$ cat src/hw/rtl/gcd_pkg.sv
// Shared types, fixed-point constants and the CORDIC angle table for the distance pipeline.
package gcd_pkg;

    localparam int ITERATIONS_DEF = 24;
    localparam int SQRT_STEPS     = 31;
    localparam int CONV_STAGES    = 3;

    typedef logic signed [33:0] cxy_t;
    typedef logic signed [32:0] cz_t;
    typedef logic [61:0]        sq_t;
    typedef logic [29:0]        deg_t;
    typedef logic [30:0]        rad_t;

    localparam cxy_t             CORDIC_GAIN   = 34'sd652032874;
    localparam rad_t             HALF_PI       = 31'd1686629713;
    localparam rad_t             ONE_Q30       = 31'd1073741824;
    localparam logic signed [32:0] HALF_TURN   = 33'sd754974720;
    localparam logic signed [32:0] FULL_TURN   = 33'sd1509949440;
    localparam logic signed [32:0] QUARTER_TURN = 33'sd377487360;
    localparam logic [22:0]      MAX_DISTANCE  = 23'd6587592;
    localparam logic [12:0]      RADIUS_RESET  = 13'd6371;
    localparam logic [24:0]      PI_DIV_180    = 25'd18740330;
    localparam logic [26:0]      RECIP_45      = 27'd95443717;

    // atan(2^-i) in Q30, rounded; small angles collapse to 2^-i
    function automatic cz_t atan_q30(input int stage);
        cz_t v;
        v = '0;
        unique case (stage)
            0: v = 33'sd843314856;
            1: v = 33'sd497837829;
            2: v = 33'sd263043837;
            3: v = 33'sd133525159;
            4: v = 33'sd67021687;
            5: v = 33'sd33543516;
            6: v = 33'sd16775851;
            7: v = 33'sd8388437;
            8: v = 33'sd4194283;
            9: v = 33'sd2097149;
            default:
            begin
                if (stage >= 30)
                begin
                    v = 33'sd1;
                end
                else
                begin
                    v = 33'sd1 <<< (30 - stage);
                end
            end
        endcase
        return v;
    endfunction

endpackage

$ cat src/hw/rtl/gcd_deg2rad.sv
// Three-stage degree (Q22) to radian (Q30) converter for a nonnegative angle.
module gcd_deg2rad #(
    parameter int SHIFT = 22
) (
    input  logic          clk,
    input  logic          en,
    input  gcd_pkg::deg_t ang,
    output gcd_pkg::rad_t rad
);
    import gcd_pkg::*;

    logic [54:0] pa_reg, pa2_reg;
    logic [32:0] u_reg;
    logic [59:0] pq_reg;
    logic [27:0] f_reg;
    rad_t        rad_reg;

    logic [33:0] u_full;
    logic [27:0] qhat;
    logic [32:0] rem_full;
    logic [7:0]  rem;
    logic [27:0] f_next;
    logic [54:0] sum;

    // floor(13*ang/90) via reciprocal of 45 on ang*13/2
    assign u_full   = 34'(ang) * 34'd13;
    assign qhat     = pq_reg[59:32];
    assign rem_full = u_reg - 33'(qhat) * 33'd45;
    assign rem      = rem_full[7:0];

    always_comb
    begin
        f_next = qhat;
        priority if (rem >= 8'd90)
        begin
            f_next = qhat + 28'd2;
        end
        else if (rem >= 8'd45)
        begin
            f_next = qhat + 28'd1;
        end
        else
        begin
            f_next = qhat;
        end
    end

    assign sum = pa2_reg + 55'(f_reg);

    always_ff @(posedge clk)
    begin
        if (en)
        begin
            pa_reg  <= 55'(ang) * 55'(PI_DIV_180);
            u_reg   <= u_full[33:1];
            pq_reg  <= 60'(u_full[33:1]) * 60'(RECIP_45);
            pa2_reg <= pa_reg;
            f_reg   <= f_next;
            rad_reg <= rad_t'(sum >> SHIFT);
        end
    end

    assign rad = rad_reg;

endmodule

$ cat config.mk
export PLATFORM = sky130hd
export DESIGN_NAME = gcd_deg2rad
export DESIGN_NICKNAME = d
export VERILOG_FILES = /design/src/hw/rtl/gcd_pkg.sv /design/src/hw/rtl/gcd_deg2rad.sv
export SDC_FILE = /design/constraint.sdc
export NUM_CORES = 2
export LEC_CHECK = 0
export BUFFER_PORTS_ARGS = -buffer_cell sky130_fd_sc_hd__buf_2
export CAP_MARGIN = 20
export CORE_UTILIZATION = 35
export DETAILED_ROUTE_END_ITERATION = 10
export HOLD_SLACK_MARGIN = 0.08
export PLACE_DENSITY = 0.49
export SLEW_MARGIN = 10
export SYNTH_ARGS = -nofsm -noshare
export SYNTH_HDL_FRONTEND = slang
export SYNTH_SLANG_ARGS = --single-unit
$ cat constraint.sdc
create_clock -name clk -period 14 [get_ports clk]
set_clock_uncertainty 0.15 [all_clocks]
set_input_delay 2.8 -clock clk [delete_from_list [all_inputs] [get_ports clk]]
set_output_delay 2.8 -clock clk [all_outputs]
set_load 0.01 [all_outputs]
== Yosys cells after proc, flatten, opt, wreduce, memory -nomap -nowiden ==
Cells that the tools add are included.
Storage, ports and cells
  logic and storage cells: 18
  bits of input ports: 32
  output and inout bits: 31
  register bits: 231
Cells by class
  muxes and demuxes: 2
  $add $sub $neg: 4
  $mul: 4
  magnitude comparators: 2
Operator list (count)
  33-bit by 27-bit multiplier with 60-bit output (second input constant): 1
  28-bit two-way mux: 2
  53-bit by 28-bit adder with 53-bit output: 1
  30-bit by 24-bit multiplier with 52-bit output (second input constant): 1
  30-bit by 4-bit multiplier with 34-bit output (second input constant): 1
  28-bit by 1-bit adder with 28-bit output (second input constant): 1
  28-bit by 2-bit adder with 28-bit output (second input constant): 1
  28-bit by 6-bit multiplier with 8-bit output (second input constant): 1
  8-bit by 6-bit >= comparator with 1-bit output (second input constant): 1
  8-bit by 7-bit >= comparator with 1-bit output (second input constant): 1
  8-bit subtractor: 1

== Logic depth before layout (Yosys ltp) ==
  word-level depth: 5
  gate-level depth with buffers: 39
  gate-level depth less buffers: 38

== Worst setup path after synthesis ==
OpenSTA, ideal clock, no wires.
  kind: input to register
  start point: input port ang[0]
  end point: register pq_reg[56] (data pin)
  stages: 37
  slack: 1.896 ns
  setup time: 0.258 ns
  required time: 13.592 ns
  arrival time: 11.697 ns
  cells stage by stage: ha_1 > ha_1 > ha_1 > fa_1 > a21o_1 > a21oi_1 > o21bai_1 > a211oi_1 > o21ai_1 > a41o_1 > a21o_1 > a21oi_1 > xnor2_1 > ha_1 > fa_1 > inv_1 > fa_1 > inv_1 > fa_1 > inv_1 > fa_1 > inv_1 > fa_1 > inv_1 > fa_1 > inv_1 > ha_1 > nand3_1 > nor3_1 > a221oi_1 > o21ai_0 > o2111ai_1 > a31oi_1 > o21ai_1 > o21bai_1 > a21oi_1 > xnor2_1
On the way
  longest elaborated chain between the ends: 2
Ends and longest elaborated chain
  start: declaration: line gcd_deg2rad.sv:7  | input gcd_pkg::deg_t ang,
  30-bit by 4-bit multiplier with 34-bit output: line gcd_deg2rad.sv:26  | assign u_full = 34'(ang) * 34'd13;
  33-bit by 27-bit multiplier with 60-bit output: line gcd_deg2rad.sv:56  | pq_reg <= 60'(u_full[33:1]) * 60'(RECIP_45);
  end signal: assignment: line gcd_deg2rad.sv:56
  end: declaration: line gcd_deg2rad.sv:14  | logic [59:0] pq_reg;
No other way between the ends.
A chain may end at the register's enable or synchronous reset.

== Final worst setup path ==
  start point: input port ang[2]
  end point: register pq_reg[47] (data pin)
Same word-level chain as after synthesis.

==> metrics.yaml <==
drt:
  wire_per_inst_um: 19.6
  vias: 23624
  antenna_left: 0
  drt-initial-drc-count: 1240
  wl_mm: 98.2
  drt_drc_violations_left: 0
  firstDrtPassIters: 5
  detail_route.vias_per_cell: 4.70
logic_synthesis:
  seq_area_frac_synth: 0.160
  synth_seq_cells: 196
  netlist.area_leader.share: 0.332
  netlist_area_sq_mm: 0.0369
  yosysUniqueCellTypes: 88
  syn-num-nets: 4834
  ys_warn_count: 0
  synth.avg_cell_area_sq_um: 10.4
  yosysTopAreaCell: "fa_1"
  synth-async-reset-ratio: 0
  synth_cells: 3544
  synth.top_cells.by_area: "fa_1 33%, ha_1 22%, edfxtp_1 16%"
  synth_most_common_cell: "inv_1"
  synth_edf_count: 196
  synth_common_cells: "1,089 x inv_1, 646 x ha_1, 612 x fa_1"
  synth-main-ff-cell: "edfxtp_1"
clock_tree:
  htreeDepth: 4
  clockBufferDepth: 2
  cts_hold_buffers: 0
  cts_tree: "built"
  clk_latency_ns: 0.50
  clk_pin_slew_worst_paths_ns: 0.08
  cts-root-buf: "clkbuf_16"
  post_cts_buffers: 0
  postCtsResizedCells: 0
  cts_sinks: 196
  cts_buffers: 17
placed_design:
  place_congestion: 0.955
  dp_hpwl_mm: 88.2
  placed_cells_incl_taps: 4991
  portBuffers: 62
global_routing:
  antenna_found_initial: 2
  grt_max_degree: 71
  overflow: 0
  grt_pass1_wl_mm: 152
  grt.total_usage: 0.192
  grt_pass1_vias: 25017
cells_and_area:
  syn2layout_area_growth_pct: 7.45
  fin_cells: 5023
  final_util: 0.381
  drive_above_1_share: 0.0431
  nets: 4920
  largest_register_ffs: 52
  antennaDiodeCount: 0
floorplanning:
  die-height_um: 327
  core-area_sq_mm: 0.104
  ios: 63
  dieArea_sq_mm: 0.107
  die_w_um: 327
  start_util: 0.355
  fp-row-count: 118
job:
  drv_cap: 0
min_path:
  hold_end: "pa2_reg[19]$_DFFE_PP_"
  hp-class: "reg2reg"
  hold-path-cell-count: 0
  holdCritStartpoint: "pa_reg[19]$_DFFE_PP_"
sta:
  fmax_ghz: 0.0778
  finalHoldViolations: 0
  relSlewSlack: 0.330
  setup_tns_ns: 0
  drv_slew: 0
  setup_violations: 0
  worst_slew_pin_slew_ns: 1.00
  timing.final.crit_share: 0.918
  hold_ws_ns: 0.262
  min_period_ns: 12.85
  rsz0062_at_grt: "no"
worst_setup_path:
  slowest_delay_ns: 0.54
  arrival_ns: 12.95
  cpMostUsedCell: "fa_1"
  cp_slowest_cell: "fa_1"
  required_ns: 14.10
  path_max_fanout: 11
  crit_type: "in2reg"
  reg2reg_from: "pq_reg[34]$_DFFE_PP_"
  rr_worst_depth: 12
  reg2reg_slack_ns: 9.04
  startpoint_type: "primary input"
  r2r_end: "f_reg[26]$_DFFE_PP_"
  crit_path_end_kind: "register"
run_status:
  run_status: "completed"
==> placed cells by master, fill, tap and decap left out, types with 8 or more instances in the layout <==
cell type,n
o211ai_1,8
o21ai_1,21
nor2_1,91
o21ai_0,56
fa_1,612
o21a_1,10
a21oi_1,118
nand2_1,68
inv_1,1089
a21o_1,81
nand2b_1,18
nor3_1,39
clkbuf_16,17
buf_2,61
a211oi_1,13
nand3_1,40
buf_4,21
a31oi_1,13
and2_1,15
xnor2_1,129
ha_1,646
nand4_1,25
nor2b_1,17
xor2_1,65
o21bai_1,21
edfxtp_1,196
and3_1,20
==> cell families (layout without fill, tap and decap cells) <==
family	count (synthesis)	in the layout	synth area share
flops	196	196	0.160
buf+inv	1105	1204	0.113
simple gates	376	376	0.0526
compound gates	410	410	0.0754
mux	3	3	0.000815
xor+xnor	196	196	0.0473
fa+ha+maj	1258	1258	0.552
==> critical path: cells and delay by family <==
kind            cells  cell delay, ns
simple gates        3            0.61
fa+ha+maj          11            4.87
xor+xnor            2            0.48
buf+inv             8            0.79
compound gates     15            3.38
==> final cells by class <==
| type | instances | area (sq um) |
|---|---|---|
| Multi-Input combinational cell | 2243 | 26800 |
| Clock inverter | 15 | 185 |
| Inverter | 1089 | 4090 |
| Timing Repair Buffer | 83 | 477 |
| Sequential cell | 196 | 5890 |
| Clock buffer | 17 | 425 |
| Fill cell | 10506 | 64300 |
| Tap cell | 1380 | 1730 |
==> per-stage QoR <==
stage	setup slack [ns]	instance area [sq um]
2_1_floorplan	1.90	36900
3_3_place_gp	0.692	39000
3_5_place_dp	0.699	39000
4_1_cts	1.22	39600
5_1_grt	0.563	39600
6_report	1.15	39600
==> per-layer routing <==
layer  part of all wire  global-route usage  vias up
li1                   -                   -    11345
met1               0.48               0.274    11808
met2               0.45               0.294      395
met3              0.055              0.0445       74
met4              0.019              0.0446        2
met5            0.00013                   0        -
==> worst max-delay path by stage <==
stage | from | endpoint | slack (ns)
after floorplan | ang[0] | pq_reg[56]$_DFFE_PP_ | 1.90
after global placement | ang[1] | pq_reg[56]$_DFFE_PP_ | 0.69
after detailed placement | ang[2] | pq_reg[47]$_DFFE_PP_ | 0.70
after CTS | ang[2] | pq_reg[47]$_DFFE_PP_ | 1.22
after global routing | ang[2] | pq_reg[47]$_DFFE_PP_ | 0.56
final | ang[2] | pq_reg[47]$_DFFE_PP_ | 1.15
Power is not shown: default switching activity piles up to over one toggle a cycle in this logic, so the estimate is an artifact.
