### config.mk
export PLATFORM = sky130hd
export DESIGN_NAME = gcd_sqrt_cell
export DESIGN_NICKNAME = d
export VERILOG_FILES = /design/src/hw/rtl/gcd_pkg.sv /design/src/hw/rtl/gcd_sqrt_cell.sv
export SDC_FILE = /design/constraint.sdc
export NUM_CORES = 1
export LEC_CHECK = 0
export ABC_AREA = 1
export ABC_CLOCK_PERIOD_IN_PS = 6750
export BUFFER_PORTS_ARGS = -buffer_cell sky130_fd_sc_hd__clkbuf_2
export CELL_PAD_IN_SITES_DETAIL_PLACEMENT = 1
export CELL_PAD_IN_SITES_GLOBAL_PLACEMENT = 2
export CORE_MARGIN = 5
export CORE_UTILIZATION = 33
export DETAILED_ROUTE_END_ITERATION = 8
export HOLD_SLACK_MARGIN = 0.02
export PLACE_DENSITY_LB_ADDON = 0.15
export SYNTH_ARGS = -nofsm -noshare
export SYNTH_HDL_FRONTEND = slang
export SYNTH_SLANG_ARGS = --single-unit
### constraint.sdc
create_clock -name clk -period 6.75 [get_ports clk]
set_clock_uncertainty 0.2 [all_clocks]
set_input_delay 0.675 -clock clk [delete_from_list [all_inputs] [get_ports clk]]
set_output_delay 0.675 -clock clk [all_outputs]
set_load 0.01 [all_outputs]
### src/hw/rtl/gcd_pkg.sv
// Shared types, fixed-point constants and the CORDIC angle table for the distance pipeline.
package gcd_pkg;

    localparam int ITERATIONS_DEF = 24;
    localparam int SQRT_STEPS     = 31;
    localparam int CONV_STAGES    = 3;

    typedef logic signed [33:0] cxy_t;
    typedef logic signed [32:0] cz_t;
    typedef logic [61:0]        sq_t;
    typedef logic [29:0]        deg_t;
    typedef logic [30:0]        rad_t;

    localparam cxy_t             CORDIC_GAIN   = 34'sd652032874;
    localparam rad_t             HALF_PI       = 31'd1686629713;
    localparam rad_t             ONE_Q30       = 31'd1073741824;
    localparam logic signed [32:0] HALF_TURN   = 33'sd754974720;
    localparam logic signed [32:0] FULL_TURN   = 33'sd1509949440;
    localparam logic signed [32:0] QUARTER_TURN = 33'sd377487360;
    localparam logic [22:0]      MAX_DISTANCE  = 23'd6587592;
    localparam logic [12:0]      RADIUS_RESET  = 13'd6371;
    localparam logic [24:0]      PI_DIV_180    = 25'd18740330;
    localparam logic [26:0]      RECIP_45      = 27'd95443717;

    // atan(2^-i) in Q30, rounded; small angles collapse to 2^-i
    function automatic cz_t atan_q30(input int stage);
        cz_t v;
        v = '0;
        unique case (stage)
            0: v = 33'sd843314856;
            1: v = 33'sd497837829;
            2: v = 33'sd263043837;
            3: v = 33'sd133525159;
            4: v = 33'sd67021687;
            5: v = 33'sd33543516;
            6: v = 33'sd16775851;
            7: v = 33'sd8388437;
            8: v = 33'sd4194283;
            9: v = 33'sd2097149;
            default:
            begin
                if (stage >= 30)
                begin
                    v = 33'sd1;
                end
                else
                begin
                    v = 33'sd1 <<< (30 - stage);
                end
            end
        endcase
        return v;
    endfunction

endpackage

### src/hw/rtl/gcd_sqrt_cell.sv
// One digit step of the restoring integer square root.
module gcd_sqrt_cell #(
    parameter int STEP = 0
) (
    input  logic         clk,
    input  logic         en,
    input  gcd_pkg::sq_t v_in,
    input  gcd_pkg::sq_t r_in,
    output gcd_pkg::sq_t v_out,
    output gcd_pkg::sq_t r_out
);
    import gcd_pkg::*;

    localparam sq_t BIT = sq_t'(1) << (2 * STEP);

    sq_t v_reg, r_reg;
    sq_t trial;

    assign trial = r_in + BIT;

    always_ff @(posedge clk)
    begin
        if (en)
        begin
            if (v_in >= trial)
            begin
                v_reg <= v_in - trial;
                r_reg <= (r_in >> 1) + BIT;
            end
            else
            begin
                v_reg <= v_in;
                r_reg <= r_in >> 1;
            end
        end
    end

    assign v_out = v_reg;
    assign r_out = r_reg;

endmodule

* After elaboration in Yosys (flattened, before gate mapping) *
Cells that the tools add are included.
W data, S select, Z words.

cells by class
  $add $sub $neg = 3
  muxes and demuxes = 2
  $lt $le $gt $ge = 1

operators with widths
  cell                     count
  $add A61 B1 Y62 const B  1
  $add A62 B1 Y62 const B  1
  $ge A62 B62 Y1           1
  $mux W62                 1
  $sub A62 B62 Y62         1
  $mux W61                 1

word-level totals
  logic and storage cells = 9
  input bits = 126
  flip-flop bits (word level) = 124
  output and inout bits = 124

* Logic depth before layout (Yosys ltp) *
Gate-level depths: netlist of the first run.

  word-level depth = 3
  depth in mapped cells = 27
  gate-level depth less buffers = 26

* Least setup slack after synthesis of the first run *
Ideal clock, no wire load.

  path kind = input-to-reg
  from = input port r_in[0]
  to = register v_reg[13], in the netlist v_out[13] (data pin)
  path slack = 2.744 ns
  required time = 6.298 ns
  cell stages on the path = 26
  setup time = 0.252 ns
  arrival = 3.554 ns
  path buffers = 2
  cell sequence = ha_1 > nand2_1 > nor2_2 > inv_2 > nor2_4 > inv_2 > nor2_2 > nand2_1 > nor3_2 > nand2_1 > nor2_1 > xnor2_1 > ha_1 > nand2_1 > inv_2 > nand2_1 > nor3_1 > nand2_1 > a21oi_1 > nor2_1 > nand2_4 > inv_2 > buf_6 > buf_6 > nand2_1 > nand2_1

on the way
  longest elaborated chain between the ends = 3
  elaborated cells between the ends (all ways) = 4
  those cells by class = add/sub (2); order compare (1); mux (1)

ends and longest elaborated chain
  item                                                RTL line                                  source
  start, declared                                     gcd_sqrt_cell.sv:8                        input gcd_pkg::sq_t r_in,
  $add A62 B1 Y62 *                                   gcd_sqrt_cell.sv:19                       assign trial = r_in + BIT;
  $sub A62 B62 Y62 or $ge A62 B62 Y1 (tied branches)  gcd_sqrt_cell.sv:27, gcd_sqrt_cell.sv:25
  $mux W62 *                                          gcd_sqrt_cell.sv:25                       if (v_in >= trial)
  end signal, assigned                                gcd_sqrt_cell.sv:27                       v_reg <= v_in - trial;
  end signal, assigned                                gcd_sqrt_cell.sv:32                       v_reg <= v_in;
  end, declared                                       gcd_sqrt_cell.sv:16                       sq_t v_reg, r_reg;

Mark *: on every way between the ends. The rest lies on a longest branch, timed or not.
A chain may end at the register's enable or synchronous reset.

* Worst setup path in the final report of the first run *
  from = input port r_in[0]
  to = register r_reg[7], in the netlist r_out[7] (data pin)

on the way
  longest elaborated chain between the ends = 3

ends and longest elaborated chain
  item                  RTL line             source
  $add A62 B1 Y62       gcd_sqrt_cell.sv:19
  $ge A62 B62 Y1        gcd_sqrt_cell.sv:25
  $mux W61              gcd_sqrt_cell.sv:25
  end signal, assigned  gcd_sqrt_cell.sv:28  r_reg <= (r_in >> 1) + BIT;
  end signal, assigned  gcd_sqrt_cell.sv:33  r_reg <= r_in >> 1;
  end, declared         gcd_sqrt_cell.sv:16

No other way between the ends.

==> results of run 1 <==
-- area by class of cell --
type,instances,area (um^2),share of cell area [%]
flip-flops and latches,124,3724,22.87
well taps,539,674.4,4.143
clock buffers,19,432.9,2.659
inverters,441,1655,10.17
repair buffers,266,1451,8.916
multi-input cells,1677,8192,50.32
clock inverters,13,150.1,0.9223
-- final timing paths --
| path | endpoint | cells past startpoint | slack (ns) | from |
|---|---|---|---|---|
| setup / recovery | r_out[7]$_DFFE_PP_ | 25 | 1.38 | r_in[0] |
| hold / removal | v_out[5]$_DFFE_PP_ | 3 | 0.28 | v_in[5] |
-- stage by stage --
step                hold WS [ns]  cell area, um^2
finish                    0.2774            16280
global route              0.2685            16280
CTS                       0.2479            16280
detailed placement        0.7769            15700
global placement          0.7700            15700
floorplan                 0.5875            13800
-- where the power goes --
group	leakage, nW	internal, mW	total [mW]	switching, mW
Sequential	1.21	0.986	1.03	0.0464
Combinational	7.34	0.342	1.09	0.747
Clock	0.282	0.573	0.986	0.413
Total	8.83	1.90	3.11	1.21
-- kinds of logic (layout without fill, tap and decap cells) --
logic type                 count (synthesis)  count (layout)  synth area share (%)
AOI/OAI and AO/OA                        104             104                 3.807
and+or+nand+nor                         1363            1363                 40.39
DFF                                      124             124                 26.97
adders and majority gates                 65              65                 5.946
xor gates and xnor gates                 145             145                 9.200
buffers and inverters                    470             739                 13.69
-- critical path, delay by kind of cell --
kind,cells,cell delay (ns)
simple gates,14,2.46
buf+inv,6,1.03
fa+ha+maj,2,0.70
compound gates,2,0.30
xor+xnor,1,0.18
-- placed cells by master (no fill, tap or decap), drive strengths merged, types with 38 or more instances in the layout --
cell type  instances
edfxtp           124
a21oi             38
nor3              44
nand2            945
ha                64
clkbuf           267
nand3            123
nor2             193
xor2             139
inv              441
o21ai             64
-- state kept, by name (all words and copies together), names as in the netlist --
| register | count |
|---|---|
| r_out | 62 |
| v_out | 62 |
-- Yosys cell counts, types with 2 or more instances --
cell	n
a21oi_1	38
and2_1	6
buf_4	5
buf_6	14
clkbuf_1	9
edfxtp_1	124
ha_1	64
inv_1	434
inv_2	7
nand2_1	937
nand2_2	7
nand3_1	122
nand3b_1	9
nand4_1	34
nor2_1	179
nor2_2	12
nor2_4	2
nor3_1	42
nor3b_1	2
nor4_1	5
o21ai_0	56
o21ai_1	8
xnor2_1	6
xor2_1	139
-- routing by layer --
metal,vias up,wire length [um]
li1,7484,-
met1,7169,29730
met2,380,32590
met3,95,3366
met4,4,2879
met5,-,40
==> results_dict.tcl, run 1 <==
set metrics [dict create \
    status "finished, final reports clean" \
    synth_area_leaders "edfxtp_1, nand2_1, inv_1, xor2_1, ha_1" \
    synth_edf_count 124 \
    max-clock-path-buffers 2 \
    final_cells 3079 \
    routed_wl_mm 68.61 \
    cp_common_cell "nand2_1" \
    place_ws_ns 0.8806 \
    dp_cells 3047 \
    drv_slew 0 \
    timing.fmax_mhz 186.1 \
    grt_pass1_vias 15680 \
    ant_nets 0 \
    first_pass_iters 5 \
    required_ns 6.78 \
    p_leak_nw 8.834 \
    tns_ns 0 \
    worst_ep_arrival_time_ns 5.41 \
    fin_util_pct 39.07 \
    core_um2 41670 \
    relSlewSlack_pct 35.29 \
    synth_fp_nets 2462 \
    synth_cells 2271 \
    rsz0062_at_grt "false" \
    tightest_slew_ns 0.9706 \
    async_flop_share_pct 0 \
    pin_count 250 \
    cts_setup_buffers 0 \
    ys.flop_type "edfxtp_1" \
    start_util_pct 33.13 \
    busiest_layer "met2" \
    cts_resized 0 \
    cts_tree "built" \
    cts_max_level 4 \
    use_met3_pct 6.029 \
    ys_types 34 \
    cts_buffers 17 \
    synth_area_per_cell_um2 6.079 \
    critPathKind "input port to flip-flop" \
    dr.first_iter.drc_count 950 \
    place_hpwl_mm 59.57 \
    antenna_found_initial 2 \
    slowest_stage "ha_1" \
    track_usage_pct 29.48 \
    met1_usage_pct 36.39 \
    grt_use_met2_pct 50.28 \
    n_fill_cell 5677 \
    period_share_pct 79.62 \
    cts-root-buf "clkbuf_16" \
    synth_top_area_cell "edfxtp_1" \
    endpoint_kind "flip-flop" \
    p_per_area_nw_per_um2 190.8 \
    maxCapViolCount 0 \
    total_power_mw 3.107 \
    drive_above_1_share_pct 12.83 \
    ys_seq_area_share_pct 26.97 \
    antenna_cells 0 \
    num-nets-final 2718 \
    hold_violations 0 \
    synth_area_um2 13800 \
    vias 15130 \
    wl_per_cell_um 22.28 \
    finalCriticalPeriod_ns 5.374 \
    place_congestion 0.9678 \
    setup_viol 0 \
    die_w_um 214.5 \
    worst-path-max-fanout 45 \
    start_kind "input port" \
    grt_pass1_wl_mm 99.64 \
    hp-class "input port to flip-flop" \
    ir_drop_mv 0.2210 \
    synth_warnings 0 \
    die_area_um2 46020 \
    clk_pin_slew_ns 0.06 \
    die_h_um 214.5 \
    clock_sinks 124 \
    yosysTopAreaCellShare_pct 26.97 \
    viasPerCell 4.915 \
    critPathMaxStageDelay_ns 0.43 \
    grt_overflow 0 \
    io_buffers 249 \
    synth-seq-cells 124 \
    setup_ws_ns 1.376 \
    grt_max_degree 65 \
    holdBufCountCts 0 \
    drc 0 \
    areaGrowthSynthToFinish_pct 17.93 \
    fp-row-count 75 \
]
Note: power is estimated with default switching activity, not from simulation.
==> run 2: changes to the inputs <==
ABC_CLOCK_PERIOD_IN_PS = 5400   (was 6750)
CORE_UTILIZATION = 30   (was 33)
clock period = 5.4 ns   (was 6.75 ns; I/O delays follow)
==> results_dict.tcl, run 2 (synthesized netlist as in run 1, its figures left out) <==
set metrics [dict create \
    cts_max_level 4 \
    first_pass_iters 5 \
    critPathKind "input port to flip-flop" \
    grt_pass1_vias 15530 \
    status "finished, final reports clean" \
    grt_max_degree 64 \
    fin_util_pct 36.56 \
    clk_pin_slew_ns 0.07 \
    min-delay-start "v_in[39]" \
    start_util_pct 30.35 \
    slowest_stage "ha_1" \
    p_per_area_nw_per_um2 238.0 \
    finalCriticalPeriod_ns 5.170 \
    cts_buffers 17 \
    ant_nets 0 \
    ir_drop_mv 0.1805 \
    use_met3_pct 4.398 \
    max-clock-path-buffers 2 \
    antenna_cells 0 \
    cp_common_cell "nand2_1" \
    critPathMaxStageDelay_ns 0.44 \
    viasPerCell 4.866 \
    hold_violations 0 \
    maxCapViolCount 0 \
    rsz0062_at_grt "false" \
    hp-class "input port to flip-flop" \
    timing.fmax_mhz 193.4 \
    grt_use_met2_pct 46.27 \
    cts_setup_buffers 0 \
    relSlewSlack_pct 32.99 \
    io_buffers 249 \
    grt_overflow 0 \
    fp-row-count 78 \
    setup_viol 0 \
    num-nets-final 2745 \
    core_um2 45480 \
    required_ns 5.42 \
    met1_usage_pct 36.91 \
    clock_sinks 124 \
    tightest_slew_ns 0.9960 \
    setup_ws_ns 0.2297 \
    start_kind "input port" \
    grt_pass1_wl_mm 101.5 \
    track_usage_pct 27.37 \
    pin_count 250 \
    p_leak_nw 9.006 \
    cts-root-buf "clkbuf_16" \
    endpoint_kind "flip-flop" \
    place_congestion 1.005 \
    wl_per_cell_um 22.14 \
    holdBufCountCts 0 \
    areaGrowthSynthToFinish_pct 20.45 \
    busiest_layer "met2" \
    die_area_um2 50400 \
    vias 15410 \
    period_share_pct 95.75 \
    final_common_cell "nand2_1" \
    worst_ep_arrival_time_ns 5.19 \
    place_hpwl_mm 61.42 \
    cp-startpoint "r_in[0]" \
    final_cell_mix "nand2_1, inv_1, clkbuf_2" \
    die_w_um 224.5 \
    die_h_um 224.5 \
    multiInputGateArea_um2 8202 \
    tns_ns 0 \
    drc 0 \
    worst-path-max-fanout 61 \
    cts_tree "built" \
    drive_above_1_share_pct 13.83 \
    routed_wl_mm 70.09 \
    ff_latch_area_um2 3724 \
    place_ws_ns -0.3972 \
    drv_slew 0 \
    n_fill_cell 6145 \
    antenna_found_initial 0 \
    dr.first_iter.drc_count 946 \
]
[run 2: cell types whose count changed in the layout (fill, tap and decap cells not counted), sizes merged]
cell and change:
clkinv -1, buf +27, clkbuf -1, bufinv +1
[run 2: critical path, delay by kind of cell]
| family | cells | cell delay, ns |
|---|---|---|
| xor gates and xnor gates | 1 | 0.13 |
| AOI/OAI and AO/OA | 1 | 0.16 |
| buffers and inverters | 4 | 0.77 |
| and+or+nand+nor | 17 | 2.76 |
| adders and majority gates | 2 | 0.69 |
[run 2: final cells by class]
| cell class | instances | share of cell area (%) |
|---|---|---|
| Multi-Input combinational cell | 1677 | 49.33 |
| Timing Repair Buffer | 293 | 10.17 |
| Sequential cell | 124 | 22.39 |
| Inverter | 441 | 9.956 |
| Clock inverter | 13 | 1.054 |
| Tap cell | 600 | 4.515 |
| Clock buffer | 18 | 2.581 |
[run 2: per-layer routing]
metal  up-vias  part of all wire [%]  wire length [um]
met5         -                     0                 0
met1      7443                    46             31950
met4         0                   1.8              1294
li1       7545                     -                 -
met3        49                   5.0              3508
met2       368                    48             33340
[run 2: worst paths after layout]
| check | to | depth (start not counted) |
|---|---|---|
| max | r_out[17]$_DFFE_PP_ | 25 |
| min | v_out[39]$_DFFE_PP_ | 3 |
[run 2: timing repair]
item	4_1_cts	5_1_grt
hold endpoints to repair	0	0
setup endpoints to repair	0	118
gates resized for setup	0	3
[run 2: where the power goes]
group	switching, mW	internal [mW]	leakage (nW)
combinational	0.969	0.451	7.51
clock	0.499	0.761	0.291
sequential	0.0482	1.23	1.21
[run 2: per-stage QoR]
stage / hold slack [ns] / total power, mW / instance area, um^2 / cells
floorplan: 0.4525 / 2.080 / 13800 / 2271
global placement: 0.6346 / 2.704 / 16010 / 3135
detailed placement: 0.6423 / 2.720 / 16010 / 3135
CTS: 0.09553 / 4.013 / 16620 / 3166
global route: 0.1279 / 4.188 / 16630 / 3166
finish: 0.1390 / 3.958 / 16630 / 3166
