`src/hw/rtl/gcd_pkg.sv`:
```
// Shared types, fixed-point constants and the CORDIC angle table for the distance pipeline.
package gcd_pkg;

    localparam int ITERATIONS_DEF = 24;
    localparam int SQRT_STEPS     = 31;
    localparam int CONV_STAGES    = 3;

    typedef logic signed [33:0] cxy_t;
    typedef logic signed [32:0] cz_t;
    typedef logic [61:0]        sq_t;
    typedef logic [29:0]        deg_t;
    typedef logic [30:0]        rad_t;

    localparam cxy_t             CORDIC_GAIN   = 34'sd652032874;
    localparam rad_t             HALF_PI       = 31'd1686629713;
    localparam rad_t             ONE_Q30       = 31'd1073741824;
    localparam logic signed [32:0] HALF_TURN   = 33'sd754974720;
    localparam logic signed [32:0] FULL_TURN   = 33'sd1509949440;
    localparam logic signed [32:0] QUARTER_TURN = 33'sd377487360;
    localparam logic [22:0]      MAX_DISTANCE  = 23'd6587592;
    localparam logic [12:0]      RADIUS_RESET  = 13'd6371;
    localparam logic [24:0]      PI_DIV_180    = 25'd18740330;
    localparam logic [26:0]      RECIP_45      = 27'd95443717;

    // atan(2^-i) in Q30, rounded; small angles collapse to 2^-i
    function automatic cz_t atan_q30(input int stage);
        cz_t v;
        v = '0;
        unique case (stage)
            0: v = 33'sd843314856;
            1: v = 33'sd497837829;
            2: v = 33'sd263043837;
            3: v = 33'sd133525159;
            4: v = 33'sd67021687;
            5: v = 33'sd33543516;
            6: v = 33'sd16775851;
            7: v = 33'sd8388437;
            8: v = 33'sd4194283;
            9: v = 33'sd2097149;
            default:
            begin
                if (stage >= 30)
                begin
                    v = 33'sd1;
                end
                else
                begin
                    v = 33'sd1 <<< (30 - stage);
                end
            end
        endcase
        return v;
    endfunction

endpackage

```
`src/hw/rtl/gcd_cordic_cell.sv`:
```
// One CORDIC micro-rotation stage, rotation or vectoring mode.
module gcd_cordic_cell #(
    parameter int STAGE  = 0,
    parameter bit VECTOR = 1'b0
) (
    input  logic          clk,
    input  logic          en,
    input  gcd_pkg::cxy_t x_in,
    input  gcd_pkg::cxy_t y_in,
    input  gcd_pkg::cz_t  z_in,
    output gcd_pkg::cxy_t x_out,
    output gcd_pkg::cxy_t y_out,
    output gcd_pkg::cz_t  z_out
);
    import gcd_pkg::*;

    localparam cz_t ANGLE = atan_q30(STAGE);

    cxy_t x_reg, y_reg;
    cz_t  z_reg;
    cxy_t dx, dy;
    logic pos;

    assign dx  = y_in >>> STAGE;
    assign dy  = x_in >>> STAGE;
    // rotation steers on residual angle, vectoring drives y toward zero
    assign pos = VECTOR ? y_in[33] : !z_in[32];

    always_ff @(posedge clk)
    begin
        if (en)
        begin
            if (pos)
            begin
                x_reg <= x_in - dx;
                y_reg <= y_in + dy;
                z_reg <= z_in - ANGLE;
            end
            else
            begin
                x_reg <= x_in + dx;
                y_reg <= y_in - dy;
                z_reg <= z_in + ANGLE;
            end
        end
    end

    assign x_out = x_reg;
    assign y_out = y_reg;
    assign z_out = z_reg;

endmodule

```
`config.mk`:
```
export PLATFORM = sky130hd
export DESIGN_NAME = gcd_cordic_cell
export DESIGN_NICKNAME = d
export VERILOG_FILES = /design/src/hw/rtl/gcd_pkg.sv /design/src/hw/rtl/gcd_cordic_cell.sv
export SDC_FILE = /design/constraint.sdc
export NUM_CORES = 1
export LEC_CHECK = 0
export BUFFER_PORTS_ARGS = -buffer_cell sky130_fd_sc_hd__buf_2
export CAP_MARGIN = 20
export CELL_PAD_IN_SITES_DETAIL_PLACEMENT = 1
export CELL_PAD_IN_SITES_GLOBAL_PLACEMENT = 1
export CORE_ASPECT_RATIO = 1.4
export CORE_UTILIZATION = 38
export CTS_CLUSTER_SIZE = 28
export DETAILED_ROUTE_END_ITERATION = 8
export PLACE_DENSITY_LB_ADDON = 0.1
export SYNTH_ARGS = -nofsm -noshare
export SYNTH_HDL_FRONTEND = slang
export SYNTH_SLANG_ARGS = --single-unit
```
`constraint.sdc`:
```
create_clock -name clk -period 3.66 [get_ports clk]
set_input_delay 0.183 -clock clk [delete_from_list [all_inputs] [get_ports clk]]
set_output_delay 0.183 -clock clk [all_outputs]
set_load 0.01 [all_outputs]
```
Word level (Yosys, flattened, before mapping). Cells that the tools add are included.

Bits in latches: 0. Bits in writable memories: 0. Memory bits (read-only): 0. Input bits: 103. Flip-flop bits (word level): 101. Memories: 0.

Bitwise operators: 0. $mul: 0. Divide/modulo/power cells: 0. Multiplexer cells: 3. Equal/unequal tests: 0. Add/subtract/negate cells: 5. Reductions and logical operators: 0. Shifts and indexed selects: 0. $lt $le $gt $ge: 0.

Operators with widths (count): 2-to-1 mux 34 bit (2); subtractor 34 bit (2); adder 34 bit (1); adder 33 x 31 -> 33 bit, second input constant (1); 2-to-1 mux 33 bit (1); subtractor 33 x 31 -> 33 bit, second input constant (1).

Depth between registers and ports, before layout. Gate-level depths: netlist of run 1.

Depth after elaboration: 2. Depth in mapped cells: 14.

Worst setup path before layout of run 1. Ideal clock, no wire load.

Kind: input to register. Start point: input port z_in[32]. End point: register z_reg[31] (netlist: z_out[31]) (data pin). Cell stages on the path: 14. Path slack: 0.069 ns. Library setup time: 0.258 ns. Buffers on the path: 3. Data arrival time: 3.334 ns. Path through: clkbuf_1 -> inv_1 -> clkbuf_1 -> buf_1 -> ha_1 -> nor4_1 -> a21oi_1 -> o21a_1 -> a221o_1 -> a22oi_2 -> a31oi_1 -> a221o_1 -> a21oi_2 -> xnor2_1.

Word-level cells in the longest chain between the ends: 1.

Ends and longest elaborated chain: start, declared (line gcd_cordic_cell.sv:10) `input gcd_pkg::cz_t z_in,`; 2-to-1 mux 33 bit (line gcd_cordic_cell.sv:33) `if (pos)`; end signal, assigned (line gcd_cordic_cell.sv:37) `z_reg <= z_in - ANGLE;`; end signal, assigned (line gcd_cordic_cell.sv:43) `z_reg <= z_in + ANGLE;`; end, declared (line gcd_cordic_cell.sv:20) `cz_t z_reg;`.

No other way between the ends. A chain may end at the register's enable or synchronous reset.

Worst setup path after layout of run 1.
Start point: input port x_in[5]. End point: register y_reg[33] (netlist: y_out[33]) (data pin).

Word-level cells in the longest chain between the ends: 2. Elaborated cells on any way between the ends: 3. Those cells by class: 2 x add/sub; 1 x mux.

Ends and longest elaborated chain: start, declared (line gcd_cordic_cell.sv:8) `input gcd_pkg::cxy_t x_in,`; adder 34 bit or subtractor 34 bit (tied branches) (line gcd_cordic_cell.sv:36, gcd_cordic_cell.sv:42); 2-to-1 mux 34 bit * (line gcd_cordic_cell.sv:33); end signal, assigned (line gcd_cordic_cell.sv:36) `y_reg <= y_in + dy;`; end signal, assigned (line gcd_cordic_cell.sv:42) `y_reg <= y_in - dy;`; end, declared (line gcd_cordic_cell.sv:19) `cxy_t x_reg, y_reg;`.

Every way passes the cells marked *; elsewhere a longest branch is shown, timed or not.

==> run summary, run 1 <==
Status: finished clean
Slew margin rel.: 0.4977
Area after DPL: 11810 µm²
Vias after detailed routing: 9746
Seq/Total Area, Yosys: 0.2942
Syn_nets: 1426
Max cap viols: 0
Buf/Inv on CP: 4
Die X: 140.5 µm
Post-layout net count: 1649
Crit path required time: 3.77 ns
DRC: 0
Slew Viols, Final: 0
CTS max path bufs: 2
Worst Hold Path EP: z_out[3]$_DFFE_PP_
RSZ-0062 raised after global routing: no
Final hold violations: 0
Fin crit period: 3.295 ns
Critical path fanouts, max: 8
Num CTS Buffers: 9
Peak supply drop: 233.2 µV
Avg Cell Area, Syn: 8.564 µm²
Yosys cell types: 72
Clock-pin slew on the worst setup and hold paths: 0.07 ns
WHS: 0.1089 ns
Worst-Margin Slew: 0.7534 ns
EDFF count, synth: 100
Fin crit share: 0.9004
Initial Utilization: 0.3885
Die area: 27530 µm²
Cell count after synthesis: 1192
Routed wire length: 34.46 mm
GRT Resource Usage Total: 0.2520
Worst path cell trace: buf_2, inv_1, ha_1, inv_1, o31ai_1, o21ai_0, buf_4, o31ai_1, a21oi_1, o41ai_1, and3_1, o22ai_1, xnor2_1
Delay-heaviest family, CP: compound AO/OA/AOI/OAI gates
CTS tree: built
Kind of critical path: in -> reg
Drt first pass iters: 4
Slowest stage cell, crit path: o41ai_1
Filler cells: 3201
Area Growth Syn to Fin: 18.73%
Maximum clock frequency: 303.5 MHz
Root Buffer: clkbuf_16
Endpoint class of the critical path: register
Core area: 26280 µm²
Number of vias per cell: 5.588
Largest net degree at the start of global routing: 68
DR iter-0 viols: 304
Vias in the first global route: 10194
CP Launch Type: input pin
GRT overflow: 0
Endpoints failing setup: 0
Hold Crit Class: in -> reg
Synth Register Bits: 100
DIE HEIGHT: 195.9 µm
Final ANT Viol Nets: 0
DP HPWL: 28.03 mm
Leak: 5.494 nW
HP Start: z_in[3]
Ratio of cells with drive above 1 in the final layout: 0.2042
Asr flop ratio synth: 0
Dpl ws: 0.02137 ns
Htree depth: 3
Wire per inst: 19.76 µm
Slack of the critical path: 0.3646 ns
First-pass GRT wire length: 53.36 mm
Initial antenna violation count: 1
Crit path DAT: 3.40 ns
GPL Wtd Cong: 0.9024
Io pins: 204
CTS Sinks: 100
Pwr Density: 360.3 nW/µm²
Number of port buffers: 203
Worst path max stage delay: 0.56 ns
Final Instance Area: 12120 µm²
Setup TNS: 0 ns
Commonest register cell after synthesis: edfxtp_1
Hold Path Cell Cnt: 2
Antenna diodes: 0
Yosys warning total: 0
Mapped Area: 10210 µm²
Rows: 70
==> area by class of cell <==
| type | instances | area, µm² | area share |
|---|---|---|---|
| multi-input cells | 932 | 6554 | 0.5407 |
| flip-flops and latches | 100 | 3003 | 0.2478 |
| repair buffers | 259 | 1449 | 0.1195 |
| inverters | 113 | 424.2 | 0.03500 |
| well taps | 324 | 405.4 | 0.03345 |
| clock buffers | 11 | 232.7 | 0.01920 |
| clock inverters | 5 | 52.55 | 0.004336 |
==> through the flow <==
step,total power [W],util,cells
after floorplan,0.002714,-,1192
after global placement,0.003386,0.4493,1725
after detailed placement,0.003412,0.4493,1725
after CTS,0.004414,0.4613,1744
after global routing,0.004621,0.4613,1744
final,0.004367,0.4613,1744
==> cell usage after synthesis (5+ instances only) <==
master      n  area share
ha_1      127        0.16
a21oi_1   125       0.061
nor2_1    119       0.044
inv_1     112       0.041
edfxtp_1  100        0.29
xnor2_1    75       0.064
o21ai_0    74       0.036
nand2_1    67       0.025
a21o_1     37       0.027
nor3_1     23       0.011
clkbuf_1   19      0.0070
nand4_1    19       0.012
o31ai_1    19       0.014
o21bai_1   18       0.013
nand3_1    14      0.0069
o211ai_1   14       0.010
xor2_1     14       0.012
nand2b_1   13      0.0080
o21a_1     13      0.0096
a211oi_1   12      0.0088
nor2b_1    12      0.0074
a31oi_1    11      0.0067
buf_2      10      0.0049
mux2i_1    10      0.0098
a21boi_0    9      0.0066
nor4_1      9      0.0055
buf_1       8      0.0029
buf_4       8      0.0059
and3_1      7      0.0043
or3_1       6      0.0037
o31a_1      5      0.0043
==> power by group <==
group / switching [W] / internal, W / total, W
clock network: 0.000448 / 0.000528 / 0.000977
registers: 0.0000530 / 0.00152 / 0.00157
logic: 0.00109 / 0.000732 / 0.00182
==> layer usage <==
layer | part of all wire | track usage | up-vias
met1 | 0.39 | 0.2645 | 4677
met3 | 0.037 | 0.03466 | 83
met4 | 0.046 | 0.1329 | 2
met2 | 0.53 | 0.4822 | 244
li1 | - | - | 4740
met5 | 0.00023 | 0 | -
==> sequential cells by signal (all words and copies together) (netlist names) <==
name	flops
x_out	34
y_out	33
z_out	33
==> logic make-up (layout without fill, tap and decap cells) <==
logic type / Yosys count / count (layout) / synth area share
AO/OA/AOI/OAI: 393 / 393 / 0.2503
XOR/XNOR: 89 / 89 / 0.07636
adder cells (fa/ha/maj): 131 / 131 / 0.1635
buffers and inverters: 160 / 388 / 0.06386
flip-flops: 100 / 100 / 0.2942
multiplexers: 12 / 12 / 0.01201
AND/OR/NAND/NOR: 307 / 307 / 0.1398
==> worst max path at each step <==
stage               startpoint             endpoint  slack [ns]  cells after the start
floorplan             z_in[32]  z_out[31]$_DFFE_PP_        0.07                     14
global placement       x_in[5]  y_out[33]$_DFFE_PP_        0.05                     13
detailed placement     x_in[5]  y_out[33]$_DFFE_PP_        0.02                     13
CTS                    x_in[5]  y_out[33]$_DFFE_PP_        0.42                     13
global route           x_in[5]  y_out[33]$_DFFE_PP_        0.12                     13
finish                 x_in[5]  y_out[33]$_DFFE_PP_        0.36                     13
==> cell usage in the layout, fill, tap and decap left out, drive strengths merged, types with 6 or more instances in the layout <==
cell type | netlist | layout
a21o | 37 | 37
xnor2 | 75 | 75
ha | 127 | 127
o211ai | 14 | 14
mux2i | 10 | 10
o21a | 13 | 13
nor4 | 9 | 9
a21boi | 9 | 9
or3 | 6 | 6
o21ai | 76 | 76
inv | 112 | 112
edfxtp | 100 | 100
nor2b | 13 | 13
and3 | 7 | 7
a21oi | 126 | 126
xor2 | 14 | 14
o21bai | 18 | 18
nand3 | 14 | 14
o31ai | 19 | 19
clkbuf | 20 | 11
nand2b | 13 | 13
a31oi | 11 | 11
a211oi | 13 | 13
nor2 | 119 | 119
buf | 27 | 256
nand2 | 67 | 67
nor3 | 23 | 23
nand4 | 19 | 19
==> what timing repair did <==
| action | 4_1_cts | 5_1_grt |
|---|---|---|
| buffers inserted | 0 | 0 |
| resized for setup | 0 | 0 |
| hold buffers | 3 | 0 |
| hold endpoints to repair | 3 | 0 |
(Power assumes the default switching activity.)
==> run 2, diff against run 1 <==
--- a/config.mk
+++ b/config.mk
@@ -10,7 +10,7 @@
 export CELL_PAD_IN_SITES_DETAIL_PLACEMENT = 1
 export CELL_PAD_IN_SITES_GLOBAL_PLACEMENT = 1
 export CORE_ASPECT_RATIO = 1.4
-export CORE_UTILIZATION = 38
+export CORE_UTILIZATION = 40
 export CTS_CLUSTER_SIZE = 28
 export DETAILED_ROUTE_END_ITERATION = 8
 export PLACE_DENSITY_LB_ADDON = 0.1
==> constraint.sdc (replaced) <==
create_clock -name clk -period 4.3 [get_ports clk]
set_input_delay 0.215 -clock clk [delete_from_list [all_inputs] [get_ports clk]]
set_output_delay 0.215 -clock clk [all_outputs]
set_load 0.01 [all_outputs]
==> run summary, run 2 (synthesized netlist as in run 1, its figures left out) <==
Endpoint class of the critical path: register
Endpoints failing setup: 0 (unchanged)
Post-layout net count: 1609 (-2.4%)
Crit path DAT: 3.56 ns (+0.16 ns)
Ratio of cells with drive above 1 in the final layout: 0.1848 (-0.01944)
Post-cts sizing count: 0 (unchanged)
DRC: 0 (unchanged)
Slew margin rel.: 0.2522 (-0.2455)
CTS tree: built
Routed wire length: 34.14 mm (-0.95%)
RSZ-0062 raised after global routing: no
Most common cell after layout, fill and taps aside: buf_2
Clock-pin slew on the worst setup and hold paths: 0.07 ns (about the same)
Fin crit share: 0.8007
Post-CTS Setup Inserts: 0 (unchanged)
Core area: 24840 µm² (-5.4%)
CTS max path bufs: 2 (unchanged)
Number of port buffers: 203 (unchanged)
DR iter-0 viols: 307 (+0.99%)
Number of vias per cell: 5.707 (+2.1%)
Leak: 5.327 nW (-3.0%)
Num CTS Buffers: 9 (unchanged)
Initial antenna violation count: 1 (unchanged)
Pwr Density: 321.5 nW/µm² (-11%)
Rows: 68 (-2.9%)
Final hold violations: 0 (unchanged)
Worst-Margin Slew: 1.110 ns (+0.3565 ns)
Status: finished clean
Critical path fanouts, max: 8 (unchanged)
Area Growth Syn to Fin: 16.17%
Max layer used: met4
Wire per inst: 20.13 µm (+1.9%)
Slew Viols, Final: 0 (unchanged)
Crit path required time: 4.41 ns (+0.64 ns)
Drt first pass iters: 5 (+1)
Most frequent cells in the layout: buf_2 (201), ha_1 (127), a21oi_1 (125)
GRT overflow: 0 (unchanged)
DIE HEIGHT: 191.0 µm (-2.5%)
GPL Wtd Cong: 0.8843 (-2.0%)
Root Buffer: clkbuf_16
WHS: 0.02106 ns (-0.08782 ns)
Filler cells: 3078 (-3.8%)
CTS Sinks: 100 (unchanged)
Setup TNS: 0 ns (unchanged)
Met2 routed wirelength: 18.40 mm (+0.81%)
Maximum clock frequency: 290.5 MHz
Met3 WL post-DR: 1.366 mm (+7.9%)
GRT Resource Usage Total: 0.2655 (+0.01349)
Max cap viols: 0 (unchanged)
Peak supply drop: 201.4 µV (-14%)
Initial Utilization: 0.4109 (+0.02238)
DP HPWL: 27.18 mm (-3.0%)
Die X: 137.0 µm (-2.5%)
Post-CTS Hold Fix Bufs: 0 (-3)
Fin crit period: 3.443 ns
Routed length on met1: 13.04 mm (-2.3%)
Vias in the first global route: 10151 (-0.42%)
Final ANT Viol Nets: 0 (unchanged)
Kind of critical path: in -> reg
Io pins: 204 (unchanged)
Largest register FFs: 34 (unchanged)
CP Launch Type: input pin
Vias after detailed routing: 9679 (-0.69%)
Die area: 26170 µm² (-4.9%)
Hold Crit Class: in -> reg
Tot Pwr: 0.003812 W (-13%)
Largest net degree at the start of global routing: 73 (+7.4%)
Htree depth: 3 (unchanged)
First-pass GRT wire length: 53.40 mm (about the same)
==> run 2: power breakdown <==
group,switching (W),internal (W),total (W)
Combinational,0.000916,0.000581,0.00150
Clock,0.000407,0.000571,0.000978
Sequential,0.0000450,0.00129,0.00134
Total,0.00137,0.00244,0.00381
==> run 2: final timing paths <==
check,end,from,cells after the start
worst max-delay path,y_out[33]$_DFFE_PP_,x_in[5],12
worst min-delay path,z_out[1]$_DFFE_PP_,z_in[1],1
==> run 2: through the flow <==
step	util	setup slack [ns]	area, µm²	instances
global placement	0.4635	0.6750	11520	1679
global route	0.4773	0.6361	11860	1696
detailed placement	0.4635	0.5768	11520	1679
CTS	0.4772	0.9515	11860	1695
floorplan	-	0.6767	10210	1192
finish	0.4773	0.8571	11860	1696
==> run 2: layout make-up <==
cell class / count / area, µm² / area share
Antenna cell: 1 / 2.502 / 0.0002110
Tap cell: 315 / 394.1 / 0.03323
Sequential cell: 100 / 3003 / 0.2532
Inverter: 113 / 424.2 / 0.03577
Timing Repair Buffer: 219 / 1141 / 0.09622
Clock inverter: 6 / 111.4 / 0.009390
Clock buffer: 10 / 229.0 / 0.01931
Multi-Input combinational cell: 932 / 6554 / 0.5526
==> run 2: critical path: stages <==
cell and delay [ns]:
buf_2 0.10, inv_1 0.05, ha_1 0.47, inv_1 0.19
o31ai_1 0.26, o21ai_0 0.43, o31ai_1 0.66, a21oi_1 0.22
o41ai_1 0.45, and3_1 0.25, o22ai_1 0.10, xnor2_1 0.15
==> run 2: routing by layer <==
layer,vias up,GRT usage
met1,4665,0.2851
met5,-,0
met3,80,0.03394
met2,282,0.5031
met4,0,0.1238
li1,4652,-
==> run 3, diff against run 2 <==
==> constraint.sdc (replaced) <==
create_clock -name clk -period 3.4 [get_ports clk]
set_input_delay 0.17 -clock clk [delete_from_list [all_inputs] [get_ports clk]]
set_output_delay 0.17 -clock clk [all_outputs]
set_load 0.01 [all_outputs]
==> run summary, run 3 (synthesized netlist as in run 1, its figures left out) <==
Number of vias per cell: 5.616 (-1.6%)
Root Buffer: clkbuf_16
Net Sw Power: 0.001731 W (+27%)
Core area: 24840 µm² (unchanged)
Fin crit share: 0.8890
CTS tree: built
Endpoint class of the critical path: register
Initial Utilization: 0.4109 (unchanged)
Dpl ws: 0.03695 ns (-0.5398 ns)
Leak: 5.658 nW (+6.2%)
Slew Viols, Final: 0 (unchanged)
Setup TNS: 0 ns (unchanged)
Io pins: 204 (unchanged)
Ratio of cells with drive above 1 in the final layout: 0.2223 (+0.03752)
Sw Share: 0.3688 (+0.009942)
Critical path fanouts, max: 3 (-5)
GRT overflow: 0 (unchanged)
Multi-input logic area: 6554 µm² (unchanged)
Largest net degree at the start of global routing: 101 (+38%)
Slack of the critical path: 0.3775 ns (-0.4796 ns)
Routed wire length: 34.51 mm (+1.1%)
Status: finished clean
DIE HEIGHT: 191.0 µm (unchanged)
Largest register FFs: 34 (unchanged)
Fin crit period: 3.023 ns
Placed insts: 1749 (+4.2%)
Final ANT Viol Nets: 0 (unchanged)
Finished Layout Cells: 1770 (+4.4%)
Area Growth Syn to Fin: 21.22%
Post-CTS Hold Fix Bufs: 3 (+3)
Pwr Density: 379.3 nW/µm² (+18%)
Die area: 26170 µm² (unchanged)
Kind of critical path: in -> reg
Slew margin rel.: 0.5077 (+0.2555)
Peak supply drop: 244.2 µV (+21%)
Post-CTS Setup Inserts: 0 (unchanged)
Crit path DAT: 3.12 ns (-0.44 ns)
CP Launch Type: input pin
Hold Path Cell Cnt: 2 (+1)
Vias after detailed routing: 9941 (+2.7%)
Int Power: 0.002963 W (+21%)
Vias in the first global route: 10336 (+1.8%)
Die X: 137.0 µm (unchanged)
GPL Wtd Cong: 0.9249 (+4.6%)
DR iter-0 viols: 339 (+10%)
DRC: 0 (unchanged)
Wire per inst: 19.50 µm (-3.1%)
Post-layout net count: 1682 (+4.5%)
Fraction of power consumed by the clock network: 0.209 (-0.048)
Most common cell after layout, fill and taps aside: buf_2
Rows: 68 (unchanged)
Maximum clock frequency: 330.8 MHz
GRT Resource Usage Total: 0.2676 (+0.002166)
Htree depth: 3 (unchanged)
Drt first pass iters: 5 (unchanged)
Hold Crit Class: in -> reg
CTS Sinks: 100 (unchanged)
Initial antenna violation count: 2 (+1)
DP HPWL: 28.13 mm (+3.5%)
Final hold violations: 0 (unchanged)
Register area: 3003 µm² (unchanged)
Num CTS Buffers: 9 (unchanged)
Clock-pin slew on the worst setup and hold paths: 0.07 ns (about the same)
Number of port buffers: 203 (unchanged)
RSZ-0062 raised after global routing: no
First-pass GRT wire length: 53.74 mm (+0.63%)
CTS max path bufs: 2 (unchanged)
Most frequent cells in the layout: buf_2 (201), ha_1 (127), a21oi_1 (125)
Seq pwr share: 0.361 (+0.010)
Filler cells: 3083 (+0.16%)
Crit path required time: 3.50 ns (-0.91 ns)
Worst-Margin Slew: 0.7307 ns (-0.3793 ns)
Max cap viols: 0 (unchanged)
Post-cts sizing count: 0 (unchanged)
Endpoints failing setup: 0 (unchanged)
HP Start: z_in[3]
Worst Hold Path EP: z_out[3]$_DFFE_PP_
Comb pwr share: 0.430 (+0.037)
run 3: cell count changes in the layout (fill, tap and decap cells not counted), sizes merged:
cell / previous run / this run
dlygate4sd3: 0 / 3
buf: 219 / 289
clkbuf: 10 / 11
clkinvlp: 1 / 0
diode: 1 / 2
bufinv: 3 / 0
clkinv: 2 / 5
run 3: how the worst max path moves through the flow:
stage / from / endpoint / slack (ns) / cells past startpoint
after floorplan: z_in[32] / z_out[31]$_DFFE_PP_ / 0.07 / 13
after global placement: y_in[5] / y_out[33]$_DFFE_PP_ / 0.01 / 14
after detailed placement: y_in[5] / y_out[33]$_DFFE_PP_ / 0.04 / 14
after CTS: y_in[5] / y_out[33]$_DFFE_PP_ / 0.40 / 14
after global routing: x_in[5] / y_out[33]$_DFFE_PP_ / 0.07 / 15
final: x_in[0] / x_out[22]$_DFFE_PP_ / 0.38 / 13
run 3: layout make-up:
type | instances | area share
clock buffers | 11 | 0.01881
inverters | 113 | 0.03428
well taps | 315 | 0.03185
flip-flops and latches | 100 | 0.2427
repair buffers | 292 | 0.1401
clock inverters | 5 | 0.002224
multi-input cells | 932 | 0.5296
diodes | 2 | 0.0004044
run 3: routing by layer:
| metal | vias up | part of all wire | global-route usage |
|---|---|---|---|
| li1 | 4805 | - | - |
| met2 | 260 | 0.54 | 0.5027 |
| met3 | 83 | 0.035 | 0.02890 |
| met5 | - | 0 | 0 |
| met1 | 4793 | 0.38 | 0.2884 |
| met4 | 0 | 0.047 | 0.1403 |
run 3: per-stage QoR:
stage               cell area [µm²]  power [W]  utilization  hold slack (ns)
finish                        12370   0.004694       0.4981          0.08918
global route                  12370   0.004957       0.4981          0.08786
CTS                           12370   0.004734       0.4979          0.08269
detailed placement            12080   0.003735       0.4862           0.3520
global placement              12080   0.003687       0.4862           0.3472
floorplan                     10210   0.002922            -           0.2689
run 3: power groups by stage:
| stage | sequential [W] | clock, W | combinational, W |
|---|---|---|---|
| after floorplan | 0.00183 | 0 | 0.00110 |
| after global placement | 0.00172 | 0 | 0.00197 |
| after detailed placement | 0.00172 | 0 | 0.00201 |
| after CTS | 0.00170 | 0.00101 | 0.00202 |
| after global routing | 0.00171 | 0.00103 | 0.00221 |
| final | 0.00169 | 0.000982 | 0.00202 |
run 3: worst max-delay path, stage by stage:
cell and delay [ns]:
buf_2 0.10, buf_4 0.13, ha_1 0.22, fa_1 0.43, nor2b_2 0.19, o211ai_1 0.35, a211oi_2 0.17, o211ai_1 0.29
a2111oi_2 0.13, a2bb2oi_2 0.22, a311oi_1 0.43, o21ai_1 0.12, xnor2_1 0.17
